`config.mk`:
```
export PLATFORM = sky130hd
export DESIGN_NAME = min_heap_priority_queue_top
export DESIGN_NICKNAME = d
export VERILOG_FILES = /design/src/hw/rtl/mhpq_pkg.sv /design/src/hw/rtl/mhpq_store.sv /design/src/hw/rtl/min_heap_priority_queue_top.sv
export SDC_FILE = /design/constraint.sdc
export NUM_CORES = 2
export LEC_CHECK = 0
export BUFFER_PORTS_ARGS = -buffer_cell sky130_fd_sc_hd__buf_2
export CAP_MARGIN = 20
export CORE_AREA = 5 5 555 557
export CTS_CLUSTER_SIZE = 25
export DETAILED_ROUTE_END_ITERATION = 12
export DIE_AREA = 0 0 560 562
export HOLD_SLACK_MARGIN = 0.05
export PLACE_DENSITY = 0.41
export REMOVE_ABC_BUFFERS = 1
export SYNTH_ARGS = -nofsm -noshare
export SYNTH_HDL_FRONTEND = slang
export SYNTH_SLANG_ARGS = --single-unit
```
`constraint.sdc`:
```
create_clock -name i_clk -period 10.87 [get_ports i_clk]
set_input_delay 2.174 -clock i_clk [delete_from_list [all_inputs] [get_ports i_clk]]
set_output_delay 2.174 -clock i_clk [all_outputs]
set_load 0.1 [all_outputs]
```
`src/hw/rtl/mhpq_pkg.sv`:
```
`timescale 1ns / 1ps
// ----------------------------------------------------------------------------
// mhpq_pkg: shared types and codes for the min-heap priority queue
// Beat structs for both channels, opcodes and status codes.
// ----------------------------------------------------------------------------
package mhpq_pkg;

    localparam int VAL_W = 32;
    localparam int OCC_W = 7;

    localparam logic [1:0] OP_PUSH = 2'd0;
    localparam logic [1:0] OP_POP  = 2'd1;
    localparam logic [1:0] OP_PEEK = 2'd2;

    localparam logic [1:0] ST_OK    = 2'd0;
    localparam logic [1:0] ST_EMPTY = 2'd1;
    localparam logic [1:0] ST_FULL  = 2'd2;

    typedef struct packed {
        logic [1:0]              opcode;
        logic signed [VAL_W-1:0] push_value;
    } t_in_beat;

    typedef struct packed {
        logic signed [VAL_W-1:0] result_value;
        logic [1:0]              status;
        logic [OCC_W-1:0]        occupancy;
    } t_out_beat;

endpackage

```
`src/hw/rtl/mhpq_store.sv`:
```
`timescale 1ns / 1ps
// ----------------------------------------------------------------------------
// mhpq_store: heap entry memory
// One write port and one read port, read data registered.
// ----------------------------------------------------------------------------
module mhpq_store #(
    parameter int DEPTH = 64
) (
    input  logic                                 i_clk,
    input  logic                                 i_we,
    input  logic [$clog2(DEPTH)-1:0]             i_waddr,
    input  logic [mhpq_pkg::VAL_W-1:0]           i_wdata,
    input  logic [$clog2(DEPTH)-1:0]             i_raddr,
    output logic [mhpq_pkg::VAL_W-1:0]           o_rdata
);
    import mhpq_pkg::*;

    logic [VAL_W-1:0] r_mem [DEPTH];
    logic [VAL_W-1:0] r_rdata;

    always_ff @(posedge i_clk) begin
        if (i_we) begin
            r_mem[i_waddr] <= i_wdata;
        end
        r_rdata <= r_mem[i_raddr];
    end

    assign o_rdata = r_rdata;

endmodule

```
`src/hw/rtl/min_heap_priority_queue_top.sv`:
```
`timescale 1ns / 1ps
// ----------------------------------------------------------------------------
// min_heap_priority_queue_top: binary min-heap priority queue
// Push, pop-minimum and peek-minimum on signed 32-bit values, one status
// beat returned per request.
// ----------------------------------------------------------------------------
//
//  Channel | Direction | Handshake                 | Payload
//  --------+-----------+---------------------------+---------------------------
//  in      | input     | i_in_valid / o_in_stall   | i_in_data  (t_in_beat)
//  out     | output    | o_out_valid / i_out_stall | o_out_data (t_out_beat)
//
// A push compares the value with each parent in turn until it stops or reaches
// the root. A pop reads the root and the last entry, then for each level
// descended reads the two children, compares each child in turn and makes a
// move. A peek reads the root; a refused request or a no-op goes straight to
// the result beat. The sequencing is set by the single read port of the entry
// memory and the one shared signed comparator, both used once per step of the sequencer.
// Reset is synchronous and active low; it empties the queue at once, and the
// memory contents are not cleared since entries are only used once written.
// A new request is taken only while the sequencer is idle; the result beat
// sits in an output register, so a stalled output does not block acceptance
// of the next request, only the completion of that request.
//
module min_heap_priority_queue_top #(
    parameter int DEPTH = 64
) (
    input  logic                 i_clk,
    input  logic                 i_rst_n,
    input  logic                 i_in_valid,
    output logic                 o_in_stall,
    input  mhpq_pkg::t_in_beat   i_in_data,
    output logic                 o_out_valid,
    input  logic                 i_out_stall,
    output mhpq_pkg::t_out_beat  o_out_data
);
    import mhpq_pkg::*;

    // Address width, count width (holds DEPTH itself), and child index width.
    localparam int ADDR_W = $clog2(DEPTH);
    localparam int CNT_W  = $clog2(DEPTH + 1);
    localparam int IDX_W  = ADDR_W + 2;

    typedef enum logic [3:0] {
        S_IDLE,
        S_UP_CHK,
        S_UP_CMP,
        S_DN_ROOT,
        S_DN_LAST,
        S_DN_L,
        S_DN_R,
        S_DN_CMPR,
        S_DN_MOVE,
        S_PK_RD,
        S_FIN
    } t_state;

    t_state             r_state;
    logic [CNT_W-1:0]   r_cnt;
    logic [ADDR_W-1:0]  r_pos;
    logic [VAL_W-1:0]   r_val;
    logic [VAL_W-1:0]   r_bval;
    logic [ADDR_W-1:0]  r_bidx;
    logic               r_moved;
    logic [VAL_W-1:0]   r_res;
    logic [1:0]         r_st;
    logic               r_out_valid;
    t_out_beat          r_out;

    logic               in_acc;
    logic               ram_we;
    logic [ADDR_W-1:0]  ram_waddr;
    logic [VAL_W-1:0]   ram_wdata;
    logic [ADDR_W-1:0]  ram_raddr;
    logic [VAL_W-1:0]   ram_rdata;
    logic [ADDR_W-1:0]  parent;
    logic [IDX_W-1:0]   left_idx;
    logic [IDX_W-1:0]   right_idx;
    logic [IDX_W-1:0]   cnt_ext;
    logic               left_in;
    logic               right_in;
    logic [VAL_W-1:0]   cmp_a;
    logic [VAL_W-1:0]   cmp_b;
    logic               less;
    logic               out_free;

    assign o_in_stall  = (r_state != S_IDLE);
    assign in_acc      = i_in_valid && (r_state == S_IDLE);
    assign o_out_valid = r_out_valid;
    assign o_out_data  = r_out;
    assign out_free    = !(r_out_valid && i_out_stall);

    // Heap index arithmetic: parent of the hole, and its two children.
    assign parent    = (r_pos - ADDR_W'(1)) >> 1;
    assign left_idx  = {1'b0, r_pos, 1'b1};
    assign right_idx = left_idx + IDX_W'(1);
    assign cnt_ext   = IDX_W'(r_cnt);
    assign left_in   = (left_idx < cnt_ext);
    assign right_in  = (right_idx < cnt_ext);

    // The one signed comparator, shared by every step that orders values.
    always_comb begin
        cmp_a = ram_rdata;
        cmp_b = r_val;
        case (r_state)
            S_UP_CMP:  begin
                cmp_a = r_val;
                cmp_b = ram_rdata;
            end
            S_DN_CMPR: begin
                cmp_a = ram_rdata;
                cmp_b = r_bval;
            end
            default:   begin
                cmp_a = ram_rdata;
                cmp_b = r_val;
            end
        endcase
    end

    assign less = ($signed(cmp_a) < $signed(cmp_b));

    // Memory access. The moving value is held in r_val and only written once
    // its final slot is known; entries it passes are shifted into the hole.
    always_comb begin
        ram_raddr = '0;
        ram_we    = 1'b0;
        ram_waddr = r_pos;
        ram_wdata = r_val;
        unique case (r_state)
            S_IDLE:    ram_raddr = '0;
            S_UP_CHK:  begin
                ram_raddr = parent;
                ram_we    = (r_pos == '0);
            end
            S_UP_CMP:  begin
                ram_we    = 1'b1;
                ram_wdata = less ? ram_rdata : r_val;
            end
            S_DN_ROOT: ram_raddr = r_cnt[ADDR_W-1:0];
            S_DN_L:    begin
                ram_raddr = left_idx[ADDR_W-1:0];
                ram_we    = !left_in;
            end
            S_DN_R:    ram_raddr = right_idx[ADDR_W-1:0];
            S_DN_MOVE: begin
                ram_we    = 1'b1;
                ram_wdata = r_moved ? r_bval : r_val;
            end
            S_DN_LAST, S_DN_CMPR, S_PK_RD, S_FIN: ram_raddr = '0;
            default:   ram_raddr = '0;
        endcase
    end

    mhpq_store #(
        .DEPTH (DEPTH)
    ) u_store (
        .i_clk   (i_clk),
        .i_we    (ram_we),
        .i_waddr (ram_waddr),
        .i_wdata (ram_wdata),
        .i_raddr (ram_raddr),
        .o_rdata (ram_rdata)
    );

    // Sequencer, counters and the output register.
    always_ff @(posedge i_clk) begin
        if (!i_rst_n) begin
            r_state     <= S_IDLE;
            r_cnt       <= '0;
            r_out_valid <= 1'b0;
        end else begin
            // A beat taken downstream frees the register unless a new one loads.
            if (r_out_valid && !i_out_stall && (r_state != S_FIN)) begin
                r_out_valid <= 1'b0;
            end
            unique case (r_state)
                S_IDLE: begin
                    if (in_acc) begin
                        r_res <= '0;
                        case (i_in_data.opcode)
                            OP_PUSH: begin
                                if (r_cnt == CNT_W'(DEPTH)) begin
                                    r_st    <= ST_FULL;
                                    r_state <= S_FIN;
                                end else begin
                                    r_st    <= ST_OK;
                                    r_val   <= i_in_data.push_value;
                                    r_pos   <= r_cnt[ADDR_W-1:0];
                                    r_cnt   <= r_cnt + CNT_W'(1);
                                    r_state <= S_UP_CHK;
                                end
                            end
                            OP_POP: begin
                                if (r_cnt == '0) begin
                                    r_st    <= ST_EMPTY;
                                    r_state <= S_FIN;
                                end else begin
                                    r_st    <= ST_OK;
                                    r_cnt   <= r_cnt - CNT_W'(1);
                                    r_state <= S_DN_ROOT;
                                end
                            end
                            OP_PEEK: begin
                                if (r_cnt == '0) begin
                                    r_st    <= ST_EMPTY;
                                    r_state <= S_FIN;
                                end else begin
                                    r_st    <= ST_OK;
                                    r_state <= S_PK_RD;
                                end
                            end
                            default: begin
                                r_st    <= ST_OK;
                                r_state <= S_FIN;
                            end
                        endcase
                    end
                end
                S_UP_CHK: begin
                    r_state <= (r_pos == '0) ? S_FIN : S_UP_CMP;
                end
                S_UP_CMP: begin
                    if (less) begin
                        r_pos   <= parent;
                        r_state <= S_UP_CHK;
                    end else begin
                        r_state <= S_FIN;
                    end
                end
                S_DN_ROOT: begin
                    r_res   <= ram_rdata;
                    r_state <= (r_cnt == '0) ? S_FIN : S_DN_LAST;
                end
                S_DN_LAST: begin
                    r_val   <= ram_rdata;
                    r_pos   <= '0;
                    r_state <= S_DN_L;
                end
                S_DN_L: begin
                    r_state <= left_in ? S_DN_R : S_FIN;
                end
                S_DN_R: begin
                    // Strict compare keeps the moving value on a tie with the left child.
                    r_moved <= less;
                    r_bval  <= less ? ram_rdata : r_val;
                    r_bidx  <= left_idx[ADDR_W-1:0];
                    r_state <= right_in ? S_DN_CMPR : S_DN_MOVE;
                end
                S_DN_CMPR: begin
                    if (less) begin
                        r_moved <= 1'b1;
                        r_bval  <= ram_rdata;
                        r_bidx  <= right_idx[ADDR_W-1:0];
                    end
                    r_state <= S_DN_MOVE;
                end
                S_DN_MOVE: begin
                    if (r_moved) begin
                        r_pos   <= r_bidx;
                        r_state <= S_DN_L;
                    end else begin
                        r_state <= S_FIN;
                    end
                end
                S_PK_RD: begin
                    r_res   <= ram_rdata;
                    r_state <= S_FIN;
                end
                S_FIN: begin
                    if (out_free) begin
                        r_out.result_value <= r_res;
                        r_out.status       <= r_st;
                        r_out.occupancy    <= OCC_W'(r_cnt);
                        r_out_valid        <= 1'b1;
                        r_state            <= S_IDLE;
                    end
                end
                default: r_state <= S_IDLE;
            endcase
        end
    end

    // The entry count never passes the depth.
    a_cnt_bound: assert property (@(posedge i_clk) disable iff (!i_rst_n)
        r_cnt <= CNT_W'(DEPTH))
        else $error("entry count above depth");

    // Every memory write lands inside the live part of the heap.
    a_write_live: assert property (@(posedge i_clk) disable iff (!i_rst_n)
        ram_we |-> (CNT_W'(ram_waddr) < r_cnt))
        else $error("heap write outside live entries");

    // A push while full leaves the heap untouched.
    a_full_drop: assert property (@(posedge i_clk) disable iff (!i_rst_n)
        (in_acc && i_in_data.opcode == OP_PUSH && r_cnt == CNT_W'(DEPTH))
        |=> (r_cnt == CNT_W'(DEPTH) && r_st == ST_FULL))
        else $error("push while full changed the heap");

    // A pop from a non-empty heap removes exactly one entry.
    a_pop_count: assert property (@(posedge i_clk) disable iff (!i_rst_n)
        (in_acc && i_in_data.opcode == OP_POP && r_cnt != '0)
        |=> (r_cnt == $past(r_cnt) - CNT_W'(1)))
        else $error("pop did not remove one entry");

    // An empty status always carries a zero value.
    a_empty_zero: assert property (@(posedge i_clk) disable iff (!i_rst_n)
        (r_out_valid && r_out.status == ST_EMPTY) |-> (r_out.result_value == '0))
        else $error("empty status with nonzero value");

endmodule
```
# Word level (Yosys, flattened, before mapping)
# Memories as Yosys holds them, arrays and structs flattened. A register that Yosys moved wholly into a read port is not among the register bits.
# Cells that the tools add are included.
[word_totals]
in_bits = 38
n_memories = 1
output_inout_bits = 43
romBits = 0
ff_bits = 164
ram_bits = 2048
latch_bits = 0
[memory_table]
columns = ["memory", "depth", "width", "rd", "rd_ports_with_merged_regs", "wr", "line", "source"]
rows = [
  ["u_store.r_mem", 64, 32, 1, 1, 1, "mhpq_store.sv:18", "logic [VAL_W-1:0] r_mem [DEPTH];"],
]
[op_classes]
mux = 49
n_div = 0
n_lt_le_gt_ge = 3
n_bitwise = 1
n_addsub = 4
n_shift = 0
n_mul = 0
reduce_logical = 27
n_eq_ne = 23
[op_table]
columns = ["operator", "count"]
rows = [
  ["$pmux 32 s2", 5],
  ["$mux 32", 8],
  ["$pmux 6 s4", 2],
  ["$pmux 4 s11", 1],
  ["$mux 4", 10],
  ["$mux 6", 6],
  ["$lt 32x32->1", 1],
  ["$eq 4x3->1 const B", 4],
  ["$ne 2x2->1 const B", 8],
  ["$mux 7", 2],
  ["$pmux 7 s2", 1],
  ["$eq 4x4->1 const B", 3],
  ["$pmux 4 s3", 1],
  ["$pmux 6 s2", 1],
  ["$reduce_and 3->1", 4],
  ["$reduce_and 5->1", 2],
  ["$add 7x1->8 const B", 1],
  ["$eq 4x2->1 const B", 2],
  ["$lt 8x7->1", 1],
  ["$reduce_bool 2->1", 4],
  ["$reduce_bool 4->1", 2],
  ["$add 7x1->7 const B", 1],
  ["$eq 7x7->1 const B", 1],
  ["$logic_not 7->1", 1],
  ["22 further kinds", 35],
]

# Logic depth before layout (Yosys ltp)
[depth]
word_depth = 6
mapped_depth = 20
depth_no_buf = 14

# Cells and area by module
# Synthesis repeated with hierarchy kept, for this count alone.
[hier_totals]
hier_cells = 4207
area_unflattened_um2 = 88239.6
[by_module_without_submodules]
columns = ["mod", "area_per_inst_um2", "cells_each", "seq_area_each_um2", "n_inst"]
rows = [
  ["mhpq_store", 78515.3, 3324, 62139.6, 1],
  ["min_heap_priority_queue_top", 9724.3, 883, 4804.6, 1],
]

# Least setup slack after synthesis
# Ideal clock, no wire load.
[synth_path]
path_kind = "reg2reg"
startpoint = "reg r_state[2]"
endpoint = "reg r_bidx[0], enable pin"
path_slack_ps = 4102
setup_time_ps = 494
path_stages_with_launch = 19
path_buffers = 6
period_less_slack_ps = 6768
arrival_ps = 6274
t_required_ps = 10376
path_cell_list = "dfxtp_1 -> clkbuf_1 -> clkbuf_1 -> or3_1 -> clkbuf_1 -> clkbuf_1 -> buf_1 -> nand2_1 -> o21ai_0 -> ha_1 -> a21o_1 -> a21oi_1 -> o221ai_1 -> a21oi_1 -> and3b_1 -> o211ai_1 -> and2_1 -> clkbuf_1 -> a211oi_1"
[synth_via]
elab_chain_cells = 5
elab_cells_between_ends = 9
classes_between = "1 x order compare; 4 x eq/ne; 2 x mux; 2 x reduce/logical"
[synth_lines]
columns = ["item", "line", "source"]
rows = [
  ["from (decl)", "min_heap_priority_queue_top.sv:58", "t_state r_state;"],
  ["from (signal assigned)", "min_heap_priority_queue_top.sv:221", "r_state <= (r_pos == '0) ? S_FIN : S_UP_CMP;"],
  ["from (signal assigned)", "min_heap_priority_queue_top.sv:233", "r_state <= (r_cnt == '0) ? S_FIN : S_DN_LAST;"],
  ["from (signal assigned)", "min_heap_priority_queue_top.sv:241", "r_state <= left_in ? S_DN_R : S_FIN;"],
  ["$eq 4x3->1 / $eq 4x2->1 (equally long branches)", "min_heap_priority_queue_top.sv:105, min_heap_priority_queue_top.sv:177", ""],
  ["$pmux 32 s2 / $mux 32 (equally long branches)", "min_heap_priority_queue_top.sv:105", "case (r_state)"],
  ["$lt 32x32->1", "min_heap_priority_queue_top.sv:121", "assign less = ($signed(cmp_a) < $signed(cmp_b));"],
  ["$ne 2x2->1 (no line)", "-", ""],
  ["$reduce_and 3->1 (no line) (*)", "-", ""],
  ["to (signal assigned)", "min_heap_priority_queue_top.sv:247", "r_bidx <= left_idx[ADDR_W-1:0];"],
  ["to (signal assigned)", "min_heap_priority_queue_top.sv:254", "r_bidx <= right_idx[ADDR_W-1:0];"],
  ["to (decl)", "min_heap_priority_queue_top.sv:63", "logic [ADDR_W-1:0] r_bidx;"],
]
# Every way passes the cells marked *; elsewhere a longest branch is shown, timed or not.
# A chain may end at the register's enable or synchronous reset.

# Worst setup path after layout
[layout_path]
startpoint = "reg r_state[1]"
endpoint = "mem u_store.r_mem[63][30] (data pin)"
[layout_via]
elab_chain_cells = 5
elab_cells_between_ends = 8
classes_between = "1 x order compare; 3 x eq/ne; 4 x mux"
[layout_lines]
columns = ["item", "line", "source"]
rows = [
  ["$eq 4x3->1 / $eq 4x2->1 (equally long branches)", "min_heap_priority_queue_top.sv:105, min_heap_priority_queue_top.sv:130", ""],
  ["$pmux 32 s2 / $mux 32 (equally long branches)", "min_heap_priority_queue_top.sv:105", ""],
  ["$lt 32x32->1", "min_heap_priority_queue_top.sv:121", ""],
  ["$mux 32", "min_heap_priority_queue_top.sv:138", "ram_wdata = less ? ram_rdata : r_val;"],
  ["$pmux 32 s2 (*)", "min_heap_priority_queue_top.sv:130", "unique case (r_state)"],
  ["net ram_wdata[30]", "min_heap_priority_queue_top.sv:73", "logic [VAL_W-1:0] ram_wdata;"],
  ["to (decl)", "mhpq_store.sv:18", ""],
]
# Mark *: on every way through the listed nets, which the timed path passes. The rest lies on a longest branch.

==> summary.md <==
| Metric | Value |
|---|---|
| Total clock sinks | `~2,200` |
| Crit path kind | `reg2reg` |
| Initial DRC count | `around 6,400` |
| Worst-Margin Slew | `1.13 ns` |
| Num rows | `202` |
| Vias in the first global route | `53,500` |
| Clk slew on worst S/H paths | `0.06 ns` |
| Die footprint | `315,000 um^2` |
| Distinct cells, synth | `83` |
| GP Congestion | `0.854` |
| CP Data Required Time | `11.48 ns` |
| Wire per inst | `35.3 um` |
| DR top layer | `met5` |
| Synth Cell Area | `~90,000 um^2` |
| Unrepaired setup endpoints after global routing | `false` |
| Dpl ws | `between 4 and 5 ns` |
| Detailed Routing Iterations Pass 1 | `6` |
| Detailed placement HPWL | `between 150,000 and 200,000 um` |
| Post-layout util | `0.348` |
| Fmax | `156 MHz` |
| Leakage | `33.6 nW` |
| Die Y | `between 500 and 600 um` |
| # IOs | `81` |
| Max-Cap Viols | `0` |
| Seq/Total Area, Yosys | `0.742` |
| Share of layout cells above drive strength 1 | `0.164` |
| Setup Buffers After CTS | `0` |
| Power Density | `252 nW/um^2` |
| Relative slew margins | `0.236` |
| PostCTS Resize Cnt | `0` |
| Worst Hold Class | `reg2reg` |
| Vias | `approximately 56,000` |
| Final Setup Violations | `0` |
| Pins over their slew limit | `0` |
| Arrival time worst endpoint | `between 7 and 8 ns` |
| Outcome | `completed` |
| Root Buffer | `clkbuf_16` |
| Tcrit/Tclk final | `0.589` |
| Endpoints failing hold | `0` |
| Total wire length | `358,000 um` |
| TritonCTS clock tree | `built` |
| Cts hold-fix bufs | `0` |
| TritonCTS buffer count | `between 200 and 250` |
| Metal3 WL | `around 25,000 um` |
| Yosys warnings | `0` |
| Setup TNS | `0 ns` |
| Total grt overflow | `0` |
| DR WL met2 | `~160,000 um` |
| CP Capture Type | `flop` |
| Worst skew pair latency | `between 0.9 and 1 ns` |
| H-tree Lvls | `4` |
| Clock Skews | `0.0833 ns` |
| CTS Buffer Depth | `4` |
| Area post-placement | `just under 100,000 um^2` |
| Die X | `560 um` |
| Register bit total from synthesis | `~2,200` |
| Fin Hold WS | `around 0.42 ns` |
| Core region area | `302,000 um^2` |
| Fin crit period | `6.40 ns` |
| Max Fanout on Critical Path | `69` |
| Vias per cell | `5.55` |
| Post-synth EDFFs | `2,200` |
| WL met1 | `between 150,000 and 200,000 um` |
| Initial antenna violation count | `24` |
| First-pass GRT wire length | `481,000 um` |
| Post-route design area | `105,000 um^2` |
| Buffers on Ports | `80` |
| Cells after synthesis | `5,781` |
| Average size of a mapped cell | `15.6 um^2` |
| Largest net degree at the start of global routing | `116` |
| Post-layout net count | `6,082` |
| Max VDD drop | `0.000178 V` |
| GRT Util Overall | `0.220` |
| Routed Antenna Nets | `0` |
| Startpoint Class | `flop` |
| Final Worst Setup Slack | `between 4 and 5 ns` |
| Ys flop type | `edfxtp_1` |
| Area grow syn2layout | `16.4%` |
| # DRC | `0` |
| Initial Utilization | `0.299` |
| Fraction of registers with async set/reset | `0` |
-- metal layers --
metal / track usage / up-vias
met4: 0.0726 / 2
met1: 0.312 / 30400
li1: - / 23100
met3: 0.0354 / 542
met5: 0 / -
met2: 0.345 / 2365
-- where the power goes --
group | internal (mW) | total [mW] | leakage, nW | switching (mW)
combinational | 1.80 | 6.84 | 9.69 | 5.05
clock | 4.64 | 8.10 | 3.72 | 3.45
sequential | 11.1 | 11.6 | 20.2 | 0.472
total | 17.5 | 26.5 | 33.6 | 8.97
-- through the flow --
step / total power [mW] / instances
2_1_floorplan: 16.5 / 5398
3_3_place_gp: 18.5 / 9718
3_5_place_dp: 18.6 / 9720
4_1_cts: 26.7 / 10200
5_1_grt: 27.4 / 10200
6_report: 26.5 / 10200
-- final cells by class --
type,instances,area (um^2)
Tap cell,3978,4980
Sequential cell,2244,66900
Inverter,56,210
Fill cell,28800,197000
Clock buffer,318,6480
Antenna cell,5,12.5
Multi-Input combinational cell,3098,22700
Timing Repair Buffer,345,2600
Clock inverter,119,1110
-- final timing paths --
kind,cells past startpoint,startpoint,slack [ns],to
min,0,r_res[28],0.42,o_out_data[37]
max,15,r_state[1],4.47,u_store.r_mem[63][30]
min reg2reg,0,r_res[28],0.42,o_out_data[37]
max reg2reg,15,r_state[1],4.47,u_store.r_mem[63][30]
-- sequential cells by signal (all words and copies together) (netlist names) --
name and flops:
o_out_data 41, r_res 32, o_out_valid 1, r_val 32
r_state 4, r_cnt 7, r_moved 1, u_store.o_rdata 32
r_st 2, r_bidx 6, u_store.r_mem 2048, r_pos 6
r_bval 32
-- synthesized netlist by cell type, types with 6 or more instances --
| library cell | number | area share |
|---|---|---|
| a211oi_1 | 115 | 0.0096 |
| buf_4 | 9 | 0.00075 |
| nand3b_1 | 10 | 0.00083 |
| nor2_1 | 48 | 0.0020 |
| a31o_1 | 14 | 0.0014 |
| a311oi_1 | 71 | 0.0069 |
| a31oi_1 | 58 | 0.0040 |
| nand2_1 | 920 | 0.038 |
| edfxtp_1 | 2200 | 0.73 |
| inv_1 | 55 | 0.0023 |
| o22ai_1 | 87 | 0.0060 |
| nor4_1 | 44 | 0.0031 |
| mux2i_1 | 349 | 0.039 |
| clkbuf_1 | 231 | 0.0096 |
| buf_1 | 34 | 0.0014 |
| o31ai_1 | 21 | 0.0017 |
| nor3_1 | 127 | 0.0070 |
| buf_2 | 109 | 0.0060 |
| nor2b_1 | 14 | 0.00097 |
| o221ai_1 | 86 | 0.0084 |
| and3_1 | 111 | 0.0077 |
| a211o_1 | 18 | 0.0017 |
| a221oi_1 | 14 | 0.0014 |
| dfxtp_1 | 44 | 0.0098 |
| ha_1 | 55 | 0.0076 |
| o21ai_0 | 62 | 0.0034 |
| a22o_1 | 8 | 0.00078 |
| o21a_1 | 9 | 0.00075 |
| a2111oi_0 | 24 | 0.0023 |
| nand4_1 | 21 | 0.0015 |
| mux4_2 | 128 | 0.032 |
| a22oi_1 | 8 | 0.00067 |
| a21oi_1 | 234 | 0.013 |
| nand3_1 | 187 | 0.010 |
| xnor2_1 | 11 | 0.0011 |
| mux2_2 | 64 | 0.0080 |
| nand2b_1 | 6 | 0.00042 |
| a32oi_1 | 22 | 0.0021 |
| and2_1 | 41 | 0.0028 |
| a21o_1 | 12 | 0.0010 |
| a311o_1 | 8 | 0.00089 |
| or3_1 | 11 | 0.00076 |
-- layout by cell type, fill, tap and decap left out, drive strengths merged, types with 10 or more instances in the layout --
master   Yosys  final
edfxtp    2200   2200
nand2      920    920
mux2i      349    349
buf        152    345
clkbuf     231    318
a21oi      234    234
nand3      187    187
mux4       128    128
nor3       128    128
a211oi     116    116
and3       111    111
clkinv       1     91
o22ai       87     87
o221ai      86     86
a311oi      71     71
mux2        64     64
o21ai       64     64
inv         55     61
a31oi       60     60
ha          55     55
nor2        48     48
nor4        47     47
dfxtp       44     44
and2        41     41
a2111oi     24     24
o31ai       24     24
a32oi       22     22
nand4       21     21
bufinv       0     20
a211o       18     18
a31o        18     18
a221oi      14     14
nor2b       14     14
a21o        12     12
xnor2       11     11
or3         11     11
nand3b      10     10
-- critical path, cell delays in order (launching register included) --
cell and delay (ns):
dfxtp_1 0.95, nand2b_1 0.43, or3_2 0.51, buf_4 0.33, nand2_1 0.15, o21ai_0 0.10
ha_1 0.33, a211o_1 0.14, a221oi_1 0.05, o31ai_1 0.44, a21oi_1 0.15, o211ai_1 0.45
and2_4 0.63, buf_4 0.55, o221ai_4 0.37, buf_4 0.41
-- kinds of logic after synthesis --
| family | count (synthesis) | share of synthesized area |
|---|---|---|
| AO/OA/AOI/OAI | 918 | 0.0711 |
| buffers and inverters | 439 | 0.0202 |
| adder cells (fa/ha/maj) | 56 | 0.00785 |
| AND/OR/NAND/NOR | 1567 | 0.0784 |
| XOR/XNOR | 16 | 0.00155 |
| flip-flops | 2244 | 0.742 |
| multiplexers | 541 | 0.0787 |
Note: power is estimated with default switching activity, not from simulation.
